--- config.mk ---
export PLATFORM = sky130hd
export DESIGN_NAME = terminal_line_editor_top
export DESIGN_NICKNAME = d
export VERILOG_FILES = /design/src/sv/tle_pkg.sv /design/src/sv/tle_line_mem.sv /design/src/sv/terminal_line_editor_top.sv
export VERILOG_INCLUDE_DIRS = /design/src /design/src/sv
export SDC_FILE = /design/constraint.sdc
export NUM_CORES = 1
export LEC_CHECK = 0
export BUFFER_PORTS_ARGS = -buffer_cell sky130_fd_sc_hd__buf_2
export CAP_MARGIN = 20
export CORE_MARGIN = 2
export CORE_UTILIZATION = 38
export DETAILED_ROUTE_END_ITERATION = 8
export SETUP_SLACK_MARGIN = 0.3
export SYNTH_ARGS = -nofsm -noshare
export SYNTH_HDL_FRONTEND = slang
export SYNTH_SLANG_ARGS = --single-unit
--- constraint.sdc ---
create_clock -name i_clk -period 3.9 [get_ports i_clk]
set_clock_uncertainty 0.15 [all_clocks]
set_input_delay 1.17 -clock i_clk [delete_from_list [all_inputs] [get_ports i_clk]]
set_output_delay 1.17 -clock i_clk [all_outputs]
set_load 0.02 [all_outputs]
--- src/sv/assert_macros.svh ---
// Assertion helpers for the RTL.
`ifndef ASSERT_MACROS_SVH
`define ASSERT_MACROS_SVH

// Same-cycle implication, checked out of reset.
`define ASSERT_IMPLY(label, clk, rst_n, ante, cons, msg) \
    label: assert property (@(posedge clk) disable iff (!rst_n) (ante) |-> (cons)) \
        else $error(msg);

// Next-cycle implication, checked out of reset.
`define ASSERT_NEXT(label, clk, rst_n, ante, cons, msg) \
    label: assert property (@(posedge clk) disable iff (!rst_n) (ante) |=> (cons)) \
        else $error(msg);

`endif

--- src/sv/tle_pkg.sv ---
package tle_pkg;

    // Received character codes
    localparam logic [7:0] CH_NEWLINE = 8'd10;
    localparam logic [7:0] CH_EOF     = 8'd4;
    localparam logic [7:0] CH_ERASE   = 8'd127;
    localparam logic [7:0] CH_KILL    = 8'd21;
    localparam logic [7:0] CH_WERASE  = 8'd23;
    localparam logic [7:0] CH_SPACE   = 8'd32;
    localparam logic [7:0] CH_TILDE   = 8'd126;

    // Configuration
    localparam int         WRAP_W     = 7;
    localparam logic [6:0] WRAP_RESET = 7'd40;

    // Result action codes
    typedef enum logic [2:0] {
        ACT_ECHO     = 3'd0,
        ACT_ERASE    = 3'd1,
        ACT_CLEAR    = 3'd2,
        ACT_WRAP     = 3'd3,
        ACT_BEEP     = 3'd4,
        ACT_LINE_END = 3'd5,
        ACT_EOF      = 3'd6
    } t_action;

endpackage

--- src/sv/tle_line_mem.sv ---
// Line store: one write port, one read port, registered read data.
module tle_line_mem #(
    parameter int DEPTH = 64,
    localparam int IDX_W = (DEPTH > 1) ? $clog2(DEPTH) : 1
) (
    input  logic             i_clk,
    input  logic             i_we,
    input  logic [IDX_W-1:0] i_waddr,
    input  logic [7:0]       i_wdata,
    input  logic [IDX_W-1:0] i_raddr,
    output logic [7:0]       o_rdata
);

    logic [7:0] r_mem [DEPTH];
    logic [7:0] r_rdata;

    always_ff @(posedge i_clk) begin
        if (i_we) begin
            r_mem[i_waddr] <= i_wdata;
        end
        r_rdata <= r_mem[i_raddr];
    end

    assign o_rdata = r_rdata;

endmodule

--- src/sv/terminal_line_editor_top.sv ---
// Terminal line editor. Takes one received character per input transaction and
// answers with zero or more result transactions (echo, erase column, clear line,
// wrap newline, beep, line end, end of input); o_last marks the final result of
// each character, and backspace or word erase on an empty line yields none.
// The block handles one character at a time and holds o_stall high while it
// works: it accepts in S_IDLE, decodes in S_DECODE, then emits its results
// from S_EMIT, waiting while the output is stalled. Word erase scans the
// stored line back through the line store's single registered read port,
// reading each column in S_WE_RD and testing it in S_WE_CMP, then emits its
// erase results. The wrap column register (i_cfg_wr_data, reset 40) is
// capped at MAX_COLUMNS when compared; a value of zero wraps every
// printable character.
module terminal_line_editor_top #(
    parameter int MAX_COLUMNS = 64
) (
    input  logic       i_clk,
    input  logic       i_rst_n,
    // configuration
    input  logic       i_cfg_wr_en,
    input  logic [6:0] i_cfg_wr_data,
    // input channel
    input  logic       i_valid,
    output logic       o_stall,
    input  logic [7:0] i_rx_char,
    // output channel
    output logic       o_valid,
    input  logic       i_stall,
    output logic [2:0] o_action,
    output logic [7:0] o_echo_char,
    output logic       o_last
);

`include "assert_macros.svh"

    localparam int IDX_W = (MAX_COLUMNS > 1) ? $clog2(MAX_COLUMNS) : 1;
    localparam int LEN_W = $clog2(MAX_COLUMNS + 1);
    localparam int CMP_W = (LEN_W > tle_pkg::WRAP_W) ? LEN_W : tle_pkg::WRAP_W;
    localparam logic [LEN_W-1:0] LEN_ONE  = LEN_W'(1);
    localparam logic [LEN_W-1:0] LEN_ZERO = '0;

    typedef enum logic [2:0] {
        S_IDLE,
        S_DECODE,
        S_WE_RD,
        S_WE_CMP,
        S_EMIT
    } t_state;

    t_state             r_state;
    logic [LEN_W-1:0]   r_len;
    logic [LEN_W-1:0]   r_cnt;
    logic [7:0]         r_char;
    logic [6:0]         r_wrap;
    tle_pkg::t_action   r_act;
    logic               r_then_echo;
    logic               r_word;
    logic               r_out_valid;
    logic [2:0]         r_out_action;
    logic [7:0]         r_out_char;
    logic               r_out_last;

    logic               in_accept;
    logic               slot_free;
    logic               is_print;
    logic               line_full;
    logic [CMP_W-1:0]   wrap_eff;
    logic               mem_we;
    logic [IDX_W-1:0]   mem_waddr;
    logic [IDX_W-1:0]   mem_raddr;
    logic [LEN_W-1:0]   len_dec;
    logic [7:0]         mem_rdata;
    logic               rd_space;
    logic               scan_go;
    logic               out_mid;

    // handshake
    assign in_accept = i_valid && !o_stall;
    assign slot_free = !r_out_valid || !i_stall;
    assign o_stall   = (r_state != S_IDLE);

    // character class and wrap test
    assign is_print  = (r_char >= tle_pkg::CH_SPACE) && (r_char <= tle_pkg::CH_TILDE);
    assign wrap_eff  = (CMP_W'(r_wrap) > CMP_W'(MAX_COLUMNS)) ? CMP_W'(MAX_COLUMNS)
                                                              : CMP_W'(r_wrap);
    assign line_full = CMP_W'(r_len) >= wrap_eff;

    // line store access
    assign len_dec   = r_len - LEN_ONE;
    assign mem_we    = (r_state == S_DECODE) && is_print;
    assign mem_waddr = line_full ? '0 : r_len[IDX_W-1:0];
    assign mem_raddr = len_dec[IDX_W-1:0];

    tle_line_mem #(
        .DEPTH (MAX_COLUMNS)
    ) u_line_mem (
        .i_clk   (i_clk),
        .i_we    (mem_we),
        .i_waddr (mem_waddr),
        .i_wdata (r_char),
        .i_raddr (mem_raddr),
        .o_rdata (mem_rdata)
    );

    // word erase: skip trailing spaces, then the word
    assign rd_space = (mem_rdata == tle_pkg::CH_SPACE);
    assign scan_go  = r_word ? !rd_space : 1'b1;

    // sequencer and output register
    always_ff @(posedge i_clk) begin
        if (!i_rst_n) begin
            r_state     <= S_IDLE;
            r_len       <= LEN_ZERO;
            r_wrap      <= tle_pkg::WRAP_RESET;
            r_out_valid <= 1'b0;
        end else begin
            if (i_cfg_wr_en) begin
                r_wrap <= i_cfg_wr_data;
            end

            // output valid: load in S_EMIT, clear once taken
            if (r_state == S_EMIT && slot_free) begin
                r_out_valid <= 1'b1;
            end else if (!i_stall) begin
                r_out_valid <= 1'b0;
            end

            unique case (r_state)
                S_IDLE: begin
                    if (in_accept) begin
                        r_char  <= i_rx_char;
                        r_state <= S_DECODE;
                    end
                end

                S_DECODE: begin
                    r_then_echo <= is_print && line_full;
                    r_cnt       <= (r_char == tle_pkg::CH_WERASE) ? LEN_ZERO : LEN_ONE;
                    r_word      <= 1'b0;
                    priority if (r_char == tle_pkg::CH_NEWLINE) begin
                        r_len   <= LEN_ZERO;
                        r_act   <= tle_pkg::ACT_LINE_END;
                        r_state <= S_EMIT;
                    end else if (r_char == tle_pkg::CH_EOF && r_len == LEN_ZERO) begin
                        r_act   <= tle_pkg::ACT_EOF;
                        r_state <= S_EMIT;
                    end else if (r_char == tle_pkg::CH_ERASE) begin
                        if (r_len != LEN_ZERO) begin
                            r_len   <= len_dec;
                            r_act   <= tle_pkg::ACT_ERASE;
                            r_state <= S_EMIT;
                        end else begin
                            r_state <= S_IDLE;
                        end
                    end else if (r_char == tle_pkg::CH_KILL) begin
                        r_len   <= LEN_ZERO;
                        r_act   <= tle_pkg::ACT_CLEAR;
                        r_state <= S_EMIT;
                    end else if (r_char == tle_pkg::CH_WERASE) begin
                        r_state <= (r_len == LEN_ZERO) ? S_IDLE : S_WE_RD;
                    end else if (is_print) begin
                        if (line_full) begin
                            r_len <= LEN_ONE;
                            r_act <= tle_pkg::ACT_WRAP;
                        end else begin
                            r_len <= r_len + LEN_ONE;
                            r_act <= tle_pkg::ACT_ECHO;
                        end
                        r_state <= S_EMIT;
                    end else begin
                        r_act   <= tle_pkg::ACT_BEEP;
                        r_state <= S_EMIT;
                    end
                end

                // read of the column before r_len is in flight
                S_WE_RD: begin
                    r_state <= S_WE_CMP;
                end

                S_WE_CMP: begin
                    r_act <= tle_pkg::ACT_ERASE;
                    if (!r_word && !rd_space) begin
                        r_word <= 1'b1;
                    end
                    if (scan_go) begin
                        r_len   <= len_dec;
                        r_cnt   <= r_cnt + LEN_ONE;
                        r_state <= (r_len == LEN_ONE) ? S_EMIT : S_WE_RD;
                    end else begin
                        r_state <= (r_cnt == LEN_ZERO) ? S_IDLE : S_EMIT;
                    end
                end

                S_EMIT: begin
                    if (slot_free) begin
                        r_out_action <= r_act;
                        r_out_char   <= (r_act == tle_pkg::ACT_ECHO) ? r_char : 8'd0;
                        r_out_last   <= (r_cnt == LEN_ONE) && !r_then_echo;
                        if (r_cnt != LEN_ONE) begin
                            r_cnt <= r_cnt - LEN_ONE;
                        end else if (r_then_echo) begin
                            r_act       <= tle_pkg::ACT_ECHO;
                            r_then_echo <= 1'b0;
                        end else begin
                            r_state <= S_IDLE;
                        end
                    end
                end

                default: begin
                    r_state <= S_IDLE;
                end
            endcase
        end
    end

    assign o_valid     = r_out_valid;
    assign o_action    = r_out_action;
    assign o_echo_char = r_out_char;
    assign o_last      = r_out_last;

    // checks
    assign out_mid = r_out_valid && !r_out_last;

    `ASSERT_IMPLY(a_len_range, i_clk, i_rst_n, 1'b1, r_len <= LEN_W'(MAX_COLUMNS), "len range")
    `ASSERT_IMPLY(a_run_busy, i_clk, i_rst_n, out_mid, r_state == S_EMIT, "run cut")
    `ASSERT_NEXT(a_accept_decode, i_clk, i_rst_n, in_accept, r_state == S_DECODE, "no decode")
    `ASSERT_IMPLY(a_wr_range, i_clk, i_rst_n, mem_we, int'(mem_waddr) < MAX_COLUMNS, "waddr")

endmodule

**Yosys cells after proc, flatten, opt, wreduce, memory -nomap -nowiden**

Memory sizes are Yosys's and may differ from the RTL's. A register that Yosys moved wholly into a read port is not among the register bits.
Cells that the tools add are included.

- RAM bits: 512
- Output and inout bits: 14
- Input bits: 20
- Memories kept: 1
- Register bits after elaboration: 50

Memories:

| name | words | width | read ports | clocked after Yosys merged registers in | wr ports | line | text |
|---|---|---|---|---|---|---|---|
| u_line_mem.r_mem | 64 | 8 | 1 | 1 | 1 | tle_line_mem.sv:14 | `logic [7:0] r_mem [DEPTH];` |

- Magnitude comparators: 4
- Reduce and logical (&&, ||, !) cells: 32
- Add/sub/neg operators: 4
- Multiplexer cells: 54
- Equal/unequal tests: 28

Operators by type and width:

| kind | count |
|---|---|
| 2-to-1 mux 7 bit | 13 |
| 2-to-1 mux 3 bit | 23 |
| one-hot mux 7 bit (3 select lines) | 1 |
| equality test 8 x 5 -> 1 bit, second input constant | 2 |
| one-hot mux 3 bit (5 select lines) | 1 |
| adder 7 x 1 -> 7 bit, second input constant | 2 |
| equality test 7 x 1 -> 1 bit, second input constant | 2 |
| logical NOT 7 bit | 2 |
| != test 2 bit, second input constant | 7 |
| one-hot mux 7 bit (2 select lines) | 1 |
| subtractor 7 x 1 -> 7 bit, second input constant | 2 |
| != test 5 x 2 -> 1 bit, second input constant | 2 |
| 2-to-1 mux 1 bit | 9 |
| one-hot mux 3 bit (3 select lines) | 1 |
| AND reduction 3 bit | 3 |
| equality test 8 x 3 -> 1 bit, second input constant | 1 |
| equality test 8 x 4 -> 1 bit, second input constant | 1 |
| equality test 8 x 6 -> 1 bit, second input constant | 1 |
| equality test 8 x 7 -> 1 bit, second input constant | 1 |
| >= comparator 8 x 6 -> 1 bit, second input constant | 1 |
| less-or-equal comparator 8 x 7 -> 1 bit, second input constant | 1 |
| logical AND 1 bit | 8 |
| AND reduction 4 bit | 2 |
| >= comparator 7 bit | 1 |
| 22 further kinds | 34 |

**Depth between registers and ports, before layout**

Gate-level depths: netlist of run 1.

- Word-level depth: 11
- Gate-level depth with buffers: 13

**Hierarchy**

A second synthesis of run 1 with hierarchy kept.

- Cells, all modules: 1,306
- Area, all modules: 23,303.6 um^2

Modules (own cells, without submodules):

| module | area each (um^2) | instances | seq. area each (um^2) | cells an instance |
|---|---|---|---|---|
| tle_line_mem | 20,313.2 | 1 | 15,534.9 | 997 |
| terminal_line_editor_top | 2,990.4 | 1 | 1,321.3 | 309 |

**Worst setup path before layout of run 1**

No wires, ideal clock.

- Path kind: flip-flop to flip-flop
- Start point: register r_len[0]
- End point: memory u_line_mem.r_mem[12][0] (enable)
- Path buffers: 4
- Stages on the path, launching flop included: 13
- Clock period less this slack: 3,786 ps
- Data required time: 3,367 ps
- Arrival time: 3,252 ps
- Path slack: 114 ps
- Cells stage by stage: dfxtp_1 -> buf_2 -> buf_6 -> buf_2 -> inv_1 -> ha_1 -> nand2b_1 -> a211oi_1 -> o311ai_1 -> or2_1 -> or4_1 -> clkbuf_1 -> nor3_1

- Longest elaborated chain between the ends: 2

Ends and longest elaborated chain:

| what | line | text |
|---|---|---|
| from (decl) | terminal_line_editor_top.sv:50 | `logic [LEN_W-1:0] r_len;` |
| from (signal assigned) | terminal_line_editor_top.sv:148 | `r_len <= len_dec;` |
| from (signal assigned) | terminal_line_editor_top.sv:165 | `r_len <= r_len + LEN_ONE;` |
| from (signal assigned) | terminal_line_editor_top.sv:186 | `r_len <= len_dec;` |
| >= comparator 7 bit | terminal_line_editor_top.sv:85 | `assign line_full = CMP_W'(r_len) >= wrap_eff;` |
| 2-to-1 mux 6 bit (*) | terminal_line_editor_top.sv:90 | `assign mem_waddr = line_full ? '0 : r_len[IDX_W-1:0];` |
| to (decl) | tle_line_mem.sv:14 |  |

Every way passes the cells marked *; elsewhere a longest branch is shown, timed or not.

**Worst setup path in the final report of run 1**

- Start point: register r_len[0]
- End point: memory u_line_mem.r_mem[26][6] (enable)

The elaborated chain is that of the path after synthesis.

==> results of run 1 <==
==> path summary, 6_finish.rpt <==
check            from                      end  slack (ps)  depth (start not counted)
max          r_len[0]  u_line_mem.r_mem[26][6]         540                          9
min          r_act[1]              o_action[1]         300                          0
max reg2reg  r_len[0]  u_line_mem.r_mem[26][6]         540                          9
min reg2reg  r_act[1]              o_action[1]         300                          0
==> metal layers <==
| metal | vias up | global-route usage, % |
|---|---|---|
| met5 | - | 0 |
| met4 | 0 | 4.320 |
| met3 | 65 | 2.393 |
| met2 | 345 | 26.84 |
| met1 | 6084 | 23.69 |
| li1 | 4986 | - |
==> per-stage QoR <==
step	std cells	hold slack [ps]	utilization [%]	setup slack [ps]
finish	2075	300.6	44.08	544.6
global route	2075	323.3	44.08	353.7
CTS	2075	299.0	44.08	533.4
detailed placement	1972	284.7	41.29	546.3
global placement	1972	284.2	41.29	577.0
floorplan	1150	277.4	-	114.1
==> area by class of cell <==
cell class	count	area, um2	area share, %
flip-flops and latches	570	16860	64.56
multi-input cells	502	5752	22.02
clock buffers	66	1418	5.428
well taps	773	967.2	3.704
repair buffers	117	845.8	3.239
clock inverters	37	235.2	0.9007
inverters	10	37.54	0.1437
==> state kept, by name, indices dropped and copies added (netlist names) <==
register            cells
o_action                3
r_then_echo             1
r_len                   7
r_act                   3
r_state                 3
o_last                  1
u_line_mem.r_mem      512
r_char                  8
r_word                  1
o_valid                 1
u_line_mem.o_rdata      8
r_wrap                  7
r_cnt                   7
o_echo_char             8
==> power groups by stage <==
stage	Sequential, mW	Combinational [mW]	Clock [mW]
floorplan	6.90	0.345	0
global placement	6.87	0.588	0
detailed placement	6.87	0.595	0
CTS	6.74	0.595	5.05
global route	6.74	0.625	5.30
finish	6.74	0.585	4.94
==> critical path, stage by stage (launching register included) <==
cell and delay (ps):
dfxtp_4 360, inv_1 60, ha_1 280, nand2b_1 140, a211oi_1 240, o311ai_1 130, buf_4 170, or2_1 300
or3_1 550, nor3_2 610
==> kinds of logic after synthesis <==
logic type	synth area share, %
adders and majority gates	0.7663
xor gates and xnor gates	0.3065
muxes	16.20
AOI/OAI and AO/OA	2.682
buffers and inverters	1.489
DFF	73.74
and+or+nand+nor	4.817
==> placed cells by master, fill, tap and decap left out, types with 13 or more instances in the layout <==
cell / count
a21oi_1: 15
a22oi_1: 15
buf_2: 33
buf_4: 80
clkbuf_16: 55
clkinv_1: 18
dfxtp_1: 25
edfxtp_1: 544
ha_1: 13
mux4_2: 160
nand2_1: 37
nand3_1: 17
nor2_1: 75
nor3_1: 23
==> impl_metrics.env, run 1 <==
export IMPL_ios=34
export IMPL_synth_top_area_share_pct=71.46
export IMPL_hold_class="reg2reg"
export IMPL_place_area_um2=24460
export IMPL_stdcell_area_um2=26120
export IMPL_finalPower_mw=12.26
export IMPL_ys_warn_count=0
export IMPL_routed_wl_met3_um=2673
export IMPL_synth_async_sr_flop_share_pct=0
export IMPL_numPortBuffers=33
export IMPL_crit_arrival_ps=3430
export IMPL_grt_max_degree=87
export IMPL_viasPerCell=5.533
export IMPL_met1_length_um=22370
export IMPL_p_leak_nw=8.099
export IMPL_grt_pass1_vias=11554
export IMPL_highest_layer="met4"
export IMPL_final_nets=1290
export IMPL_core_um2=59240
export IMPL_dr_first_iter_drc_count=1107
export IMPL_crit_path_end_kind="flop"
export IMPL_cts_resized=0
export IMPL_synth_ff_type="edfxtp_1"
export IMPL_drt_total_wl_um=51310
export IMPL_yosysMostFrequentCell="edfxtp_1"
export IMPL_slew_headroom_pct=32.44
export IMPL_areaGrowthSynthToFinish_pct=14.24
export IMPL_tns_ps=0
export IMPL_fill_cells=5141
export IMPL_clock_path_buffers=3
export IMPL_synth_cell_types=55
export IMPL_cts_tree="done"
export IMPL_cts_setup_buffers=0
export IMPL_status="completed"
export IMPL_clock_root_buffer="clkbuf_16"
export IMPL_die_area_um2=62130
export IMPL_synth_nets=1184
export IMPL_yosys_top_cells_area="edfxtp_1 (71%), mux4_2 (16%), dfxtp_1 (2.3%)"
export IMPL_drtPass1Iterations=5
export IMPL_synthesis_area_um2=22860
export IMPL_grt_pass1_wl_um=77340
export IMPL_path_clk_slew_ps=60
export IMPL_p_comb_share_pct=4.8
export IMPL_place_hpwl_um=31810
export IMPL_grt_use_total_pct=16.58
export IMPL_ir_drop_uv=359.2
export IMPL_grt_ovfl_total=0
export IMPL_die_h_um=249.3
export IMPL_clk_latency_ps=600
export IMPL_p_per_area_nw_per_um2=469.5
export IMPL_detail_route_drc_violations=0
export IMPL_power_share_clock_pct=40.3
export IMPL_cap_violations=0
export IMPL_switching_share_pct=21.11
export IMPL_worst_slew_pin_slew_ps=1013
export IMPL_grt_setup_unrepaired="no"
export IMPL_yosysSeqAreaShare_pct=73.74
export IMPL_post_route_cells_drive_above_1_share_pct=28.73
export IMPL_cts_buffers_inserted=55
export IMPL_postRouteAntennaNets=0
export IMPL_critPathKind="reg2reg"
export IMPL_p_sw_mw=2.589
export IMPL_required_ps=3980
export IMPL_hold_buffers=0
export IMPL_die_w_um=249.3
export IMPL_initial_utilization_pct=38.59
export IMPL_p_seq_share_pct=55.0
export IMPL_htree_levels=2
export IMPL_gp_congestion=0.8621
export IMPL_crit_path_max_fanout=8
export IMPL_diodes=0
export IMPL_timing_final_crit_period_ps=3355
export IMPL_wl_per_cell_um=24.73
export IMPL_min_period_over_period_pct=86.04
export IMPL_hold_viol_final=0
export IMPL_synth_seq_cells=570
export IMPL_setup_viol=0
export IMPL_antenna_found_initial=0
export IMPL_synth_edff_count=544
export IMPL_synth_area_per_cell_um2=19.88
export IMPL_wl_met2_um=25220
export IMPL_synth_commonest_cells="edfxtp_1 (544), mux4_2 (160), nor2_1 (75)"
export IMPL_std_cell_rows=89
export IMPL_max_freq_ghz=0.2980
export IMPL_cts_sinks=570
export IMPL_vias=11480
export IMPL_postSynthCellCount=1150
export IMPL_yosysTopAreaCell="edfxtp_1"
export IMPL_intPower_mw=9.673
export IMPL_slew_violations=0
export IMPL_worstSetupStartpointType="flop"
No activity file was read; power rests on OpenSTA's default activity.
==> run 2: changes to the inputs <==
==> constraint.sdc (replaced) <==
create_clock -name i_clk -period 3.9 [get_ports i_clk]
set_clock_uncertainty 0.15 [all_clocks]
set_input_delay 0.195 -clock i_clk [delete_from_list [all_inputs] [get_ports i_clk]]
set_output_delay 0.195 -clock i_clk [all_outputs]
set_load 0.02 [all_outputs]
==> impl_metrics.env, run 2 (synthesis gave the netlist of run 1 again) <==
export IMPL_status="completed"
export IMPL_timing_final_crit_period_ps=3370
export IMPL_dr_first_iter_drc_count=1109
export IMPL_cts_buffers_inserted=55
export IMPL_wl_met2_um=25500
export IMPL_largest_register="u_line_mem.r_mem"
export IMPL_whs_path_depth=2
export IMPL_hold_viol_final=0
export IMPL_layout_common_cells="edfxtp_1 (544), mux4_2 (160), buf_4 (80), nor2_1 (75), clkbuf_16 (55)"
export IMPL_postRouteAntennaNets=0
export IMPL_rr_startpoint="r_wrap[0]"
export IMPL_initial_utilization_pct=38.59
export IMPL_gp_congestion=0.8621
export IMPL_viasPerCell=5.553
export IMPL_numPortBuffers=33
export IMPL_diodes=0
export IMPL_antenna_found_initial=0
export IMPL_grt_pass1_vias=11639
export IMPL_cap_violations=0
export IMPL_p_leak_nw=8.205
export IMPL_critPathKind="reg2reg"
export IMPL_ir_drop_uv=354.8
export IMPL_min_from="i_rx_char[4]"
export IMPL_wl_per_cell_um=24.59
export IMPL_ff2ff_path_depth=9
export IMPL_cp_cell_sequence="nor2b_1, ha_1, nand2b_1, a211oi_1, o311ai_1, buf_4, or2_1, or3_1, nor3_2"
export IMPL_htree_levels=2
export IMPL_cpPeakStageDelay_ps=590
export IMPL_cts_tree="done"
export IMPL_die_area_um2=62130
export IMPL_largest_register_ffs=512
export IMPL_slew_violations=0
export IMPL_critPathLaunch="r_wrap[0]"
export IMPL_tns_ps=0
export IMPL_crit_slowest_cell="nor3_2"
export IMPL_holdWs_ps=155.8
export IMPL_vias=11673
export IMPL_ios=34
export IMPL_clock_root_buffer="clkbuf_16"
export IMPL_clk_latency_ps=600
export IMPL_detail_route_drc_violations=0
export IMPL_grt_ovfl_total=0
export IMPL_place_hpwl_um=31810
export IMPL_highest_layer="met4"
export IMPL_drtPass1Iterations=7
export IMPL_worstSetupStartpointType="flop"
export IMPL_fill_cells=5110
export IMPL_areaGrowthSynthToFinish_pct=15.42
export IMPL_post_route_cells_drive_above_1_share_pct=28.14
export IMPL_routed_wl_met3_um=2650
export IMPL_register_area_um2=16860
export IMPL_slew_headroom_pct=32.58
export IMPL_min_period_over_period_pct=86.40
export IMPL_core_um2=59240
export IMPL_cts_sinks=570
export IMPL_die_w_um=249.3
export IMPL_final_nets=1317
export IMPL_path_clk_slew_ps=60
export IMPL_r2r_slack_ps=530
export IMPL_required_ps=3980
export IMPL_die_h_um=249.3
export IMPL_std_cell_rows=89
export IMPL_r2r_end="u_line_mem.r_mem[26][7]"
export IMPL_hold_class="in2reg"
export IMPL_setup_viol=0
export IMPL_crit_path_max_fanout=8
export IMPL_grt_use_total_pct=16.66
export IMPL_grt_max_degree=87
export IMPL_multi_input_area_um2=5752
export IMPL_drt_total_wl_um=51690
export IMPL_met1_length_um=22470
export IMPL_grt_setup_unrepaired="no"
export IMPL_p_per_area_nw_per_um2=465.8
export IMPL_min_to="r_char[4]"
export IMPL_worst_slew_pin_slew_ps=1011
export IMPL_finalPower_mw=12.29
export IMPL_final_common_cell="edfxtp_1"
export IMPL_grt_pass1_wl_um=77740
export IMPL_cts_resized=0
export IMPL_crit_path_end_kind="flop"
export IMPL_clock_path_buffers=3
export IMPL_crit_arrival_ps=3450
export IMPL_max_freq_ghz=0.2968
## run 2: where the power goes
part           switching, mW  internal, mW  total (mW)
clock                   2.22          2.72        4.94
sequential            0.0199          6.72        6.74
combinational          0.357         0.253       0.610
total                   2.60          9.69        12.3
## run 2: worst max path at each step
stage	slack, ps	depth (start not counted)	endpoint
floorplan	110	12	u_line_mem.r_mem[12][0]
global placement	580	10	u_line_mem.r_mem[10][0]
CTS	530	9	u_line_mem.r_mem[26][7]
detailed placement	550	9	u_line_mem.r_mem[26][7]
finish	530	9	u_line_mem.r_mem[26][7]
global route	360	10	u_line_mem.r_mem[17][1]
## run 2: critical path: cells and delay by family (launching register included)
| family | cells | cell delay, ps |
|---|---|---|
| buffers and inverters | 1 | 170 |
| adders and majority gates | 1 | 230 |
| and+or+nand+nor | 5 | 1730 |
| DFF | 1 | 340 |
| AOI/OAI and AO/OA | 2 | 370 |
## run 2: metal layers
metal,GRT usage [%],vias up
met4,4.320,0
met1,23.88,6198
met2,27.01,370
met3,2.236,73
li1,-,5032
met5,0,-
## run 2: layout make-up
class | count | area share [%]
inverter | 10 | 0.1423
timing repair buffer | 144 | 4.230
clock buffer | 66 | 5.373
multi-input combinational | 502 | 21.80
tap | 773 | 3.666
sequential | 570 | 63.90
clock inverter | 37 | 0.8915
## run 2: timing repair
action | 4_1_cts | 5_1_grt
hold buffers | 27 | 0
hold endpoints to repair | 26 | 0
setup buffers | 0 | 0
## run 2: metrics by stage
stage | instances | worst slack (ps) | cell area (um2) | util, %
5_1_grt | 2102 | 359.6 | 26390 | 44.54
3_5_place_dp | 1972 | 546.3 | 24460 | 41.29
3_3_place_gp | 1972 | 577.0 | 24460 | 41.29
4_1_cts | 2102 | 533.4 | 26390 | 44.54
6_report | 2102 | 530.3 | 26390 | 44.54
2_1_floorplan | 1150 | 114.1 | 22910 | -
